$ cat src/design/pfi_pkg.sv
// pfi_pkg: shared constants, operation codes and saturation helpers
// for the particle force and integrate core. no dependencies.
`timescale 1ns / 1ps

package pfi_pkg;

	localparam int PFI_PARTICLES = 1024;

	localparam logic [15:0] DAMP_RESET = 16'd4588;
	localparam logic [16:0] Q_ONE = 17'h10000;

	localparam int SQRT_STEPS = 32;
	localparam int DIV_STEPS = 17;

	localparam logic [2:0] OP_LOAD = 3'd0;
	localparam logic [2:0] OP_ADD = 3'd1;
	localparam logic [2:0] OP_POINT = 3'd2;
	localparam logic [2:0] OP_PAIR = 3'd3;
	localparam logic [2:0] OP_INTEG = 3'd4;

	localparam logic [1:0] MODE_REPEL = 2'd0;
	localparam logic [1:0] MODE_ATTRACT = 2'd1;
	localparam logic [1:0] MODE_CW = 2'd2;
	localparam logic [1:0] MODE_CCW = 2'd3;

	typedef logic [31:0] q16_t;

	function automatic logic [33:0] ext34(input logic [31:0] v);
		return {{2{v[31]}}, v};
	endfunction

	function automatic logic [33:0] ext34w(input logic [32:0] v);
		return {v[32], v};
	endfunction

	function automatic q16_t sat32(input logic [33:0] v);
		q16_t r;
		if (v[33:31] == 3'b000 || v[33:31] == 3'b111) begin
			r = v[31:0];
		end else if (v[33]) begin
			r = 32'h8000_0000;
		end else begin
			r = 32'h7fff_ffff;
		end
		return r;
	endfunction

endpackage

$ cat src/design/pfi_div.sv
// pfi_div: restoring divider, one quotient bit per cycle, 17-bit quotient
// depends on pfi_pkg
`timescale 1ns / 1ps

module pfi_div import pfi_pkg::*; (
	input  logic        clk,
	input  logic        arst_n,
	input  logic        start,
	input  logic [47:0] num,
	input  logic [31:0] den,
	output logic        done,
	output logic [16:0] quo
);

	localparam int CW = $clog2(DIV_STEPS);

	logic [31:0]   r_q, den_q;
	logic [16:0]   n_q, q_q;
	logic [CW-1:0] cnt_q;
	logic          busy_q, done_q;
	logic [32:0]   r2;

	assign r2 = {r_q, n_q[16]};

	always_ff @(posedge clk or negedge arst_n) begin
		if (!arst_n) begin
			busy_q <= 1'b0;
			done_q <= 1'b0;
			cnt_q  <= '0;
		end else begin
			done_q <= busy_q && (cnt_q == '0);
			if (start) begin
				busy_q <= 1'b1;
				cnt_q  <= CW'(DIV_STEPS - 1);
			end else if (busy_q) begin
				cnt_q <= cnt_q - 1'b1;
				if (cnt_q == '0) begin
					busy_q <= 1'b0;
				end
			end
		end
	end

	always_ff @(posedge clk) begin
		if (start) begin
			r_q   <= {1'b0, num[47:17]};
			n_q   <= num[16:0];
			q_q   <= '0;
			den_q <= den;
		end else if (busy_q) begin
			n_q <= {n_q[15:0], 1'b0};
			if (r2 >= {1'b0, den_q}) begin
				r_q <= 32'(r2 - {1'b0, den_q});
				q_q <= {q_q[15:0], 1'b1};
			end else begin
				r_q <= r2[31:0];
				q_q <= {q_q[15:0], 1'b0};
			end
		end
	end

	assign done = done_q;
	assign quo  = q_q;

endmodule

$ cat config.mk
export PLATFORM = sky130hd
export DESIGN_NAME = pfi_div
export DESIGN_NICKNAME = d
export VERILOG_FILES = /design/src/design/pfi_pkg.sv /design/src/design/pfi_div.sv
export SDC_FILE = /design/constraint.sdc
export NUM_CORES = 1
export LEC_CHECK = 0
export BUFFER_PORTS_ARGS = -buffer_cell sky130_fd_sc_hd__buf_2
export CAP_MARGIN = 20
export CORE_MARGIN = 5
export CORE_UTILIZATION = 52
export DETAILED_ROUTE_END_ITERATION = 10
export HOLD_SLACK_MARGIN = 0.06
export PLACE_DENSITY_LB_ADDON = 0.15
export SYNTH_ARGS = -nofsm -noshare
export SYNTH_HDL_FRONTEND = slang
export SYNTH_SLANG_ARGS = --single-unit
$ cat constraint.sdc
create_clock -name clk -period 3.3 [get_ports clk]
set_input_delay 0 -clock clk [delete_from_list [all_inputs] [get_ports clk]]
set_output_delay 0 -clock clk [all_outputs]
set_load 0.02 [all_outputs]
# Word-level counts from Yosys, hierarchy flattened

Cells that the tools add are included.
W data, S select, Z words.

Add/sub/neg operators: 2
Order comparisons: 1
Mux-type cells: 11
Reduce and logical (&&, ||, !) cells: 3

Operators by type and width:

| operator              | number |
|---|---|
| $mux W31              | 2 |
| $mux W17              | 2 |
| $ge A33 B32 Y1        | 1 |
| $mux W32              | 1 |
| $sub A32 B32 Y32      | 1 |
| $mux W5               | 2 |
| $logic_not A5 Y1      | 1 |
| $sub A5 B1 Y5 const B | 1 |
| $mux W1               | 4 |
| $reduce_bool A2 Y1    | 1 |
| $logic_and A1 B1 Y1   | 1 |

Flip-flop bits (word level): 105
Word-level logic and storage cells: 25

# Depth between registers and ports, before layout

Depth after elaboration: 4
Depth in mapped cells: 15
Mapped depth without buffers: 13

# Least setup slack after synthesis

Ideal clock, no wire load.

Path type: flip-flop to flip-flop
From: reg r_q[3]
To: reg r_q[11], data pin
Data arrival time: 2.949 ns
Required time: 3.040 ns
Setup slack: 0.091 ns
Stages on the path, launching flop included: 13
Clock period less this slack: 3.209 ns
Path through: edfxtp_1 ha_1 a21o_1 a31oi_2 a21oi_1 or3_4 o21ai_4 o31ai_2 a31o_1 buf_6 buf_6 mux2_4 mux2_2

Longest elaborated chain between the ends: 4

Ends and longest elaborated chain:

| item                                               | line                         | text |
|---|---|---|
| start, declared                                    | pfi_div.sv:17                | `logic [31:0] r_q, den_q;` |
| start signal, assigned                             | pfi_div.sv:46                | `r_q <= {1'b0, num[47:17]};` |
| start signal, assigned                             | pfi_div.sv:53                | `r_q <= 32'(r2 - {1'b0, den_q});` |
| start signal, assigned                             | pfi_div.sv:56                | `r_q <= r2[31:0];` |
| $sub A32 B32 Y32 or $ge A33 B32 Y1 (tied branches) | pfi_div.sv:53, pfi_div.sv:52 |  |
| $mux W32 *                                         | pfi_div.sv:52                | `if (r2 >= {1'b0, den_q}) begin` |
| $mux W31 *                                         | pfi_div.sv:50                | `end else if (busy_q) begin` |
| $mux W31 *                                         | pfi_div.sv:45                | `if (start) begin` |

Mark *: on every way between the ends. The rest lies on a longest branch, timed or not. The select of a mux whose other input is x is not followed.
A chain may end at the register's enable or synchronous reset.

# Worst setup path after layout

From: reg r_q[3]
To: reg r_q[29], data pin

The elaborated chain is that of the path after synthesis.

==> results by group <==
Routing
  • DR DRC count: 0
  • Drt pass-1 iters: 5
  • Post-DRT Antenna Nets: 0
  • Vias/cell: 5.42
  • Avg WL per Cell: 15.7 microns
  • Final WL: 13800 microns
  • Number of DRC markers in iteration 0: 238
  • Total vias in the final route: 4763

Worst setup path
  • Crit path kind: flop to flop
  • Worst reg2reg setup slack: 0.12 ns
  • RR Startpoint: r_q[3]$_DFFE_PP_
  • Reg2reg end: r_q[29]$_DFFE_PP_
  • Setup crit start kind: flop
  • R2R cell count: 11
  • Element type at the critical path end: flop
  • Crit path largest cell delay: 0.43 ns
  • Required @ worst endpoint: 3.41 ns
  • CP cell instances: ha_4 > a21o_1 > a31oi_2 > a21oi_1 > or3_4 > o21ai_4 > o31ai_4 > a31o_4 > buf_12 > nor2b_2 > a221o_1
  • Peak fanout along the critical path: 20
  • Critical path's slowest cell: edfxtp_1
  • Crit path arrival time: 3.29 ns

GRT
  • Most Crowded Layer GR: met2
  • Met3 usage: 5.49%
  • Initial antenna violation count: 0
  • First-pass GRT wire length: 23300 microns
  • Vias in the first global route: 4921
  • Met1 Use GR: 24.5%
  • Gr ovfl total: 0
  • Global Route Usage Sum: 20.2%
  • Met2 GRT Util: 34.8%
  • Largest net degree at the start of global routing: 50

Layout
  • Finished Layout Cells: 879
  • Fin area: 0.00806 sq mm
  • Layout area overhead: 31.6%
  • Fillcell total: 836
  • Share of cells above drive strength 1: 26.5%
  • # diodes: 0
  • Seq. cell area: 0.00294 sq mm
  • Multi-input logic area: 0.00298 sq mm
  • Nets: 849

Hold path
  • Hold Crit Endpoint: quo[1]$_SDFFE_PP0P_
  • Hold depth: 2
  • HP Start: start
  • Hold WC Path Type: input pin to flop

Logic synthesis
  • Post-synth EDFFs: 80
  • Synth cell count leaders: 80 x edfxtp_1, 44 x inv_1, 34 x ha_1, 34 x mux2_2, 33 x nor2_1
  • Post-synthesis cell area: 0.00612 sq mm
  • Average size of a mapped cell: 11.2 sq um
  • Count leader, synth: edfxtp_1
  • Register area share after synthesis: 48.0%
  • Syn_nets: 664
  • Largest cells by area after synthesis: edfxtp_1 39%, ha_1 7.0%, mux2_2 6.3%
  • Yosys reg bits: 105
  • Synth top area share: 39.2%
  • Async SR Flop Fraction: 6.67%
  • Synth Flop Type: edfxtp_1
  • Gate count of the mapped netlist: 546
  • Cell taking the most area after synthesis: edfxtp_1
  • Count of cell types in the netlist: 59
  • Synth Warn #: 0

Clocking
  • CTS buffer count: 9
  • Root buf cell: clkbuf_16
  • H-tree levels: 3
  • Clock slew at reported path FFs: 0.08 ns
  • Worst-Skew Late Latency: 0.36 ns
  • Bufs on Longest Clock Path: 2
  • Clock Sinks: 105
  • CTS tree: built

Die
  • Die H: 118 microns
  • Initial Util: 53.4%
  • Row cnt: 39
  • IO Count: 101
  • Die area: 0.0140 sq mm
  • Die X: 118 microns
  • Core Area: 0.0115 sq mm

Timing
  • Final worst path period share: 96.4%
  • Fin. max-slew vios: 0
  • Setup TNS: 0 ns
  • Min cycle time layout: 3.18 ns
  • Achievable clock frequency: 314 MHz
  • Final setup fails: 0
  • Clock Skews: 0.0118 ns
  • Slew HR: 64.1%
  • PnR worst setup slack: 0.118 ns
  • Slew @ Worst Pin: 0.531 ns
  • Endpoints failing hold: 0

Power
  • Power per cell area: 843 mW/mm^2
  • Leak: 3.65 nW
  • Worst VDD drop: 0.571 mV

Placement
  • Port Buffers: 100
  • Post-DP HPWL: 9380 microns
  • DP Cell Count: 779
  • Place WS: -0.0235 ns
  • Cell Area, Placed: 0.00683 sq mm
  • Gpl congestion: 0.964

Run
  • Max-Cap Viols: 0

Status
  • Status: finished, final reports clean
## critical path, delay by kind of cell, from the launching register on
family	cells	cell delay, ns
compound gates	7	1.40
flops	1	0.43
buf+inv	1	0.16
fa+ha+maj	1	0.29
simple gates	2	0.65
## report_power, final
| group | internal, mW | switching, mW |
|---|---|---|
| sequential | 1.85 | 0.188 |
| clock | 0.596 | 0.510 |
| combinational | 1.84 | 1.81 |
## layout by cell type (no fill, tap or decap), types with 9 or more instances in the layout
master,Yosys,final
edfxtp_1,80,80
nand4_1,9,9
mux2_2,34,34
inv_1,44,44
clkbuf_16,0,10
mux2_4,9,9
o21ai_0,13,13
xor2_1,11,11
nand2_1,23,23
a21o_1,17,17
xnor2_1,18,18
ha_1,34,30
dlygate4sd3_1,0,81
o21ai_1,16,16
buf_2,3,99
buf_4,0,18
dfxtp_1,18,18
a21oi_1,27,25
nor2_1,33,33
mux2i_1,23,23
## sequential cells by signal, indices dropped and copies added, names as in the netlist
signal  flops
den_q      32
r_q        32
n_q        17
quo        17
cnt_q       5
busy_q      1
done        1
## how the worst max path moves through the flow
stage                                    to               from  cells past startpoint  slack (ns)
after floorplan           r_q[11]$_DFFE_PP_   r_q[3]$_DFFE_PP_                     12        0.09
after global placement    r_q[24]$_DFFE_PP_  n_q[16]$_DFFE_PP_                     12       0.003
after detailed placement  r_q[29]$_DFFE_PP_   r_q[3]$_DFFE_PP_                     11       -0.02
after CTS                  r_q[4]$_DFFE_PP_   r_q[0]$_DFFE_PP_                     11        0.01
after global routing      r_q[26]$_DFFE_PP_  n_q[16]$_DFFE_PP_                     13       -0.05
final                     r_q[29]$_DFFE_PP_   r_q[3]$_DFFE_PP_                     11        0.12
## stage by stage
step	total power, mW	util, %	hold WS [ns]
after global routing	7.30	70.3	0.0653
after CTS	6.70	69.5	0.0637
after global placement	5.38	59.6	-0.161
after detailed placement	5.46	59.6	-0.156
final	6.80	70.3	0.0622
after floorplan	4.65	-	-0.296
## layout make-up
type / instances / share of cell area [%]
multi-input cells: 371 / 37.0
flip-flops and latches: 105 / 36.5
repair buffers: 200 / 18.4
clock buffers: 11 / 3.28
well taps: 143 / 2.22
inverters: 44 / 2.05
clock inverters: 5 / 0.606
## logic make-up after synthesis
logic type               Yosys count  share of synthesized area [%]
AO/OA/AOI/OAI                    118                           12.8
flip-flops                       105                           48.0
adder cells (fa/ha/maj)           35                           7.28
XOR/XNOR                          29                           4.15
multiplexers                      73                           13.5
buffers and inverters             70                           4.60
AND/OR/NAND/NOR                  116                           9.69
## routing by layer
layer,wire length (microns),vias to the layer above
met3,778,24
met4,273,0
li1,-,2363
met5,0,-
met2,6900,126
met1,5860,2250
## what timing repair did
item                                    CTS  global route
endpoints found under the setup margin    4            24
gates resized for setup                   3            10
hold endpoints to repair                 86             0
hold buffers                             81             0
buffers inserted                          0             3
pin swaps                                 0             5
Power figures use the tool's default switching activity.
