**src/design/pfi_pkg.sv**
```systemverilog
// pfi_pkg: shared constants, operation codes and saturation helpers
// for the particle force and integrate core. no dependencies.
`timescale 1ns / 1ps

package pfi_pkg;

	localparam int PFI_PARTICLES = 1024;

	localparam logic [15:0] DAMP_RESET = 16'd4588;
	localparam logic [16:0] Q_ONE = 17'h10000;

	localparam int SQRT_STEPS = 32;
	localparam int DIV_STEPS = 17;

	localparam logic [2:0] OP_LOAD = 3'd0;
	localparam logic [2:0] OP_ADD = 3'd1;
	localparam logic [2:0] OP_POINT = 3'd2;
	localparam logic [2:0] OP_PAIR = 3'd3;
	localparam logic [2:0] OP_INTEG = 3'd4;

	localparam logic [1:0] MODE_REPEL = 2'd0;
	localparam logic [1:0] MODE_ATTRACT = 2'd1;
	localparam logic [1:0] MODE_CW = 2'd2;
	localparam logic [1:0] MODE_CCW = 2'd3;

	typedef logic [31:0] q16_t;

	function automatic logic [33:0] ext34(input logic [31:0] v);
		return {{2{v[31]}}, v};
	endfunction

	function automatic logic [33:0] ext34w(input logic [32:0] v);
		return {v[32], v};
	endfunction

	function automatic q16_t sat32(input logic [33:0] v);
		q16_t r;
		if (v[33:31] == 3'b000 || v[33:31] == 3'b111) begin
			r = v[31:0];
		end else if (v[33]) begin
			r = 32'h8000_0000;
		end else begin
			r = 32'h7fff_ffff;
		end
		return r;
	endfunction

endpackage

```
**src/design/pfi_sqrt.sv**
```systemverilog
// pfi_sqrt: iterative integer square root, two radicand bits per cycle
// depends on pfi_pkg
`timescale 1ns / 1ps

module pfi_sqrt import pfi_pkg::*; (
	input  logic        clk,
	input  logic        arst_n,
	input  logic        start,
	input  logic [63:0] rad,
	output logic        done,
	output logic [31:0] root
);

	localparam int CW = $clog2(SQRT_STEPS);

	logic [63:0]   rad_q;
	logic [34:0]   rem_q;
	logic [31:0]   root_q;
	logic [CW-1:0] cnt_q;
	logic          busy_q, done_q;
	logic [34:0]   rem_n, trial;

	assign rem_n = {rem_q[32:0], rad_q[63:62]};
	assign trial = {1'b0, root_q, 2'b01};

	always_ff @(posedge clk or negedge arst_n) begin
		if (!arst_n) begin
			busy_q <= 1'b0;
			done_q <= 1'b0;
			cnt_q  <= '0;
		end else begin
			done_q <= busy_q && (cnt_q == '0);
			if (start) begin
				busy_q <= 1'b1;
				cnt_q  <= CW'(SQRT_STEPS - 1);
			end else if (busy_q) begin
				cnt_q <= cnt_q - 1'b1;
				if (cnt_q == '0) begin
					busy_q <= 1'b0;
				end
			end
		end
	end

	always_ff @(posedge clk) begin
		if (start) begin
			rad_q  <= rad;
			rem_q  <= '0;
			root_q <= '0;
		end else if (busy_q) begin
			rad_q <= {rad_q[61:0], 2'b00};
			if (rem_n >= trial) begin
				rem_q  <= rem_n - trial;
				root_q <= {root_q[30:0], 1'b1};
			end else begin
				rem_q  <= rem_n;
				root_q <= {root_q[30:0], 1'b0};
			end
		end
	end

	assign done = done_q;
	assign root = root_q;

endmodule

```
**config.mk**
```make
export PLATFORM = sky130hd
export DESIGN_NAME = pfi_sqrt
export DESIGN_NICKNAME = d
export VERILOG_FILES = /design/src/design/pfi_pkg.sv /design/src/design/pfi_sqrt.sv
export SDC_FILE = /design/constraint.sdc
export NUM_CORES = 1
export LEC_CHECK = 0
export BUFFER_PORTS_ARGS = -buffer_cell sky130_fd_sc_hd__buf_2
export CORE_UTILIZATION = 53
export DETAILED_ROUTE_END_ITERATION = 8
export HOLD_SLACK_MARGIN = 0.1
export MAX_ROUTING_LAYER = met4
export PLACE_DENSITY = 0.78
export SETUP_SLACK_MARGIN = 0.1
export SLEW_MARGIN = 20
export SYNTH_ARGS = -nofsm -noshare
export SYNTH_HDL_FRONTEND = slang
export SYNTH_SLANG_ARGS = --single-unit
export TNS_END_PERCENT = 1
```
**constraint.sdc**
```tcl
create_clock -name clk -period 2.8 [get_ports clk]
set_clock_uncertainty 0.2 [all_clocks]
set_input_delay 0.42 -clock clk [delete_from_list [all_inputs] [get_ports clk]]
set_output_delay 0.42 -clock clk [all_outputs]
set_load 0.005 [all_outputs]
```
Yosys cells after proc, flatten, opt, wreduce, memory -nomap -nowiden --
Cells that the tools add are included.
Storage, ports and cells: RAM bits 0, latch bits 0, memory bits (read-only) 0, bits in registers 136, memories kept 0
Cells by class: $mul 0, shifts and indexed selects 0, multiplexer cells 9, $lt $le $gt $ge 1, reductions and logical operators 3, bitwise operators 0, add/sub/neg operators 2, equal/unequal tests 0, div/mod/pow operators 0
Operator list (count):
- $mux W64 | 2
- $ge A35 B34 Y1 | 1
- $mux W33 | 1
- $sub A33 B33 Y33 | 1
- $mux W5 | 2
- $logic_not A5 Y1 | 1
- $sub A5 B1 Y5 const B | 1
- $mux W1 | 4
- $reduce_bool A2 Y1 | 1
- $logic_and A1 B1 Y1 | 1

Longest topological paths before layout --
word-level depth 4, mapped depth 12, depth with buffers taken out 10

Worst setup path after synthesis --
No wires, ideal clock.
path kind input-to-reg, start point input start, end point register rad_q[0], enable pin, setup time 693 ps, path buffers 2, path slack -183 ps, cell stages on the path 4, arrival 2091 ps, cells stage by stage clkbuf_1 -> inv_2 -> clkbuf_1 -> nand2_1
Between the ends: word-level cells in the longest chain between the ends 1
Ends and longest elaborated chain:
- start, declared | RTL line pfi_sqrt.sv:8 | input logic start,
- $reduce_bool A2 Y1 (no line)
- end signal, assigned | RTL line pfi_sqrt.sv:47 | rad_q <= rad;
- end signal, assigned | RTL line pfi_sqrt.sv:51 | rad_q <= {rad_q[61:0], 2'b00};
- end, declared | RTL line pfi_sqrt.sv:16 | logic [63:0] rad_q;
No other way between the ends. A chain may end at the register's enable or synchronous reset.

Worst setup path after layout --
start point register rem_q[0], end point register rem_q[32]
Between the ends: word-level cells in the longest chain between the ends 2
Ends and longest elaborated chain:
- start, declared | RTL line pfi_sqrt.sv:17 | logic [34:0] rem_q;
- start signal, assigned | RTL line pfi_sqrt.sv:53 | rem_q <= rem_n - trial;
- start signal, assigned | RTL line pfi_sqrt.sv:56 | rem_q <= rem_n;
- $sub A33 B33 Y33 / $ge A35 B34 Y1 (equally long branches) | RTL line pfi_sqrt.sv:53, pfi_sqrt.sv:52
- $mux W33 * | RTL line pfi_sqrt.sv:52 | if (rem_n >= trial) begin
Every way passes the cells marked *; elsewhere a longest branch is shown, timed or not.

==> flow_metrics.env <==
export IMPL_hpwlAfterDp_um=12100
export IMPL_status="complete, but fails checks"
export IMPL_clkTransAtPathRegs_ps=70
export IMPL_ir_drop_mv=0.754
export IMPL_finish_instance_area_sq_mm=0.0106
export IMPL_synth_ff_type="dfxtp_1"
export IMPL_fp_dieH_um=122
export IMPL_rsz0062_at_grt="true"
export IMPL_drcViolationCount=0
export IMPL_hold_viol=0
export IMPL_firstDrtPassIters=5
export IMPL_worst_pin_slew_ps=536
export IMPL_avgViaCountPerCell=5.87
export IMPL_syn_nets=873
export IMPL_insertedDiodeCount=0
export IMPL_async_flop_share=0.0515
export IMPL_setup_worst_path_end_class="register"
export IMPL_synth_edf_count=64
export IMPL_antenna_found_initial=0
export IMPL_synth_common_cells="78 x nor2_1, 74 x nand2_1, 65 x dfxtp_1, 64 x edfxtp_1, 63 x mux2_2"
export IMPL_die_w_um=122
export IMPL_nNetsFinal=1092
export IMPL_slowest_stage="or4_4"
export IMPL_arrival_ps=2970
export IMPL_cp_required_ps=2930
export IMPL_area_delta_synth_final_pct=37.7
export IMPL_crit_chain="ha_4, o21a_1, or4_4, a21oi_4, o21ai_2, o211a_4, a21oi_4, buf_6, buf_12, nand2_1, a311oi_2"
export IMPL_die_area_sq_mm=0.0150
export IMPL_wirelength_um=21800
export IMPL_stdcell_count=1182
export IMPL_cts_sinks=136
export IMPL_first_global_vias=6991
export IMPL_max_freq_ghz=0.352
export IMPL_setup_violations=4
export IMPL_fillers=911
export IMPL_yosysMostFrequentCell="nor2_1"
export IMPL_ant_nets=0
export IMPL_finalWorstSetupSlack_ps=-38.9
export IMPL_synth_seq_cells=136
export IMPL_grt_pass1_wl_um=34100
export IMPL_ios=100
export IMPL_crit_path_max_incr_delay_ps=440
export IMPL_rows=43
export IMPL_grt_total_usage=0.303
export IMPL_syn_area_per_cell_sq_um=9.96
export IMPL_combPwrFrac=0.549
export IMPL_switching_share=0.380
export IMPL_start_util=0.548
export IMPL_clockBufferDepth=2
export IMPL_cp_max_fo=7
export IMPL_port_buffers=99
export IMPL_post_drt_wl_per_cell_um=18.4
export IMPL_netlist_area_leader_share=0.250
export IMPL_cp_top_family="compound AO/OA/AOI/OAI gates"
export IMPL_p_switching_mw=4.14
export IMPL_gr_total_overflow=0
export IMPL_yosysWarnings=0
export IMPL_fp_coreArea_sq_mm=0.0140
export IMPL_vias=6936
export IMPL_maxSlewViolCount=0
export IMPL_synth_area_sq_mm=0.00767
export IMPL_grt_max_degree=95
export IMPL_dpl_instance_area_sq_mm=0.00888
export IMPL_timing_hold_ws_ps=114
export IMPL_power_density_mw_per_mm2=1030
export IMPL_finalCritPeriodShare=1.01
export IMPL_yosys_top_cells_area="edfxtp_1 25%, dfxtp_1 17%, mux2_2 9.2%"
export IMPL_htree_levels=4
export IMPL_clock_latency_ps=430
export IMPL_hold_path_class="primary input to register"
export IMPL_relSlewSlack=0.642
export IMPL_yosysTopAreaCell="edfxtp_1"
export IMPL_clkPwrFrac=0.212
export IMPL_startpoint_type="register"
export IMPL_cts_tree="yes"
export IMPL_ys_types=69
export IMPL_cts_root_buffer="clkbuf_16"
export IMPL_sequentialPowerShare=0.240
export IMPL_globalplace_congestion=0.911
export IMPL_worstSetupPathType="register to register"
export IMPL_critPathBufInv=2
export IMPL_leakage_nw=4.68
export IMPL_p_int_mw=6.74
export IMPL_period_needed_ps=2840
export IMPL_placed_cells=1087
export IMPL_synth_cells=770
export IMPL_drive_above_1_share=0.374
export IMPL_violations="setup timing"
export IMPL_cpMostUsedCell="a21oi_4"
export IMPL_drt_iter0_markers=584
export IMPL_total_power_mw=10.9
export IMPL_maxCapViolations=0
export IMPL_seq_area_frac_synth=0.443
export IMPL_numCtsBuffers=17
## layer usage
metal  GRT usage  share of wire  up-vias
met2       0.523           0.52      290
met3      0.0674          0.060       59
met1       0.342           0.40     3352
li1            -              -     3235
met4       0.113          0.027        0
met5           -              0        -
## registers in the layout, summed over array words and instances, names as in the netlist
signal / cells
root: 32
rad_q: 64
rem_q: 33
cnt_q: 5
busy_q: 1
done: 1
## power groups by stage
stage / Clock [mW] / Combinational [mW] / Sequential [mW]
after floorplan: 0 / 3.32 / 2.53
after global routing: 2.41 / 6.40 / 2.63
final: 2.30 / 5.97 / 2.61
after global placement: 0 / 4.64 / 2.57
after CTS: 2.29 / 5.54 / 2.58
after detailed placement: 0 / 4.73 / 2.57
## cell type report
cell class | count | area (sq um) | area share
clock buffers | 18 | 429 | 0.0406
clock inverters | 14 | 160 | 0.0152
inverters | 51 | 191 | 0.0181
multi-input cells | 537 | 4280 | 0.405
flip-flops and latches | 136 | 3420 | 0.323
well taps | 180 | 225 | 0.0213
repair buffers | 246 | 1860 | 0.176
## timing repair
item                                    in CTS  in global routing
hold buffers                                47                  3
pin swaps                                   17                 15
buffers inserted                            11                  0
gates resized for setup                     57                 33
endpoints found under the setup margin      31                 33
hold endpoints to repair                    53                  3
cloned                                       2                  0
## cell usage in the layout, fill, tap and decap left out, drive strengths merged, types with 3 or more instances in the layout
cell	n
nor2	78
clkbuf	18
xnor2	18
mux2	63
and4	3
a21o	13
buf	196
a211oi	8
and2	3
a21oi	34
mux2i	32
clkinv	4
dfxtp	65
nand2	74
a32o	3
a31o	3
o22ai	4
edfxtp	64
nor2b	4
a311oi	23
o21bai	5
or2	6
a31oi	5
ha	36
or4	3
dfrtp	7
and3	8
o211ai	3
nand4	14
o21ai	22
nor3	9
dlygate4sd3	50
inv	58
o21a	7
o31ai	4
xor2	9
or3	3
nand3	11
## final timing paths
kind	start	end	slack, ps	cells after the start
worst max-delay path	rem_q[0]	rem_q[32]	-40	11
worst min-delay path	rad[44]	rad_q[44]	110	2
worst max register to register	rem_q[0]	rem_q[32]	-40	11
worst min register to register	rem_q[30]	rem_q[30]	310	2
max in group asynchronous	arst_n	busy_q	2070	2
min in group asynchronous	arst_n	cnt_q[2]	150	2
## cells by family (layout without fill, tap and decap cells)
logic type	count (synthesis)	count (layout)	synth area share
simple gates	227	227	0.137
xor+xnor	27	27	0.0308
compound gates	152	152	0.143
flops	136	136	0.443
buf+inv	97	329	0.0532
fa+ha+maj	36	36	0.0587
mux	95	95	0.134
## through the flow
step	setup WS (ps)	setup TNS, ps	util
final	-38.9	-72.5	0.755
after global routing	-122	-1650	0.755
after global placement	26.6	0	0.635
after detailed placement	-68.7	-327	0.635
after floorplan	-55.5	-79.9	-
after CTS	74.9	0	0.742
Note: power is estimated with default switching activity, not from simulation.
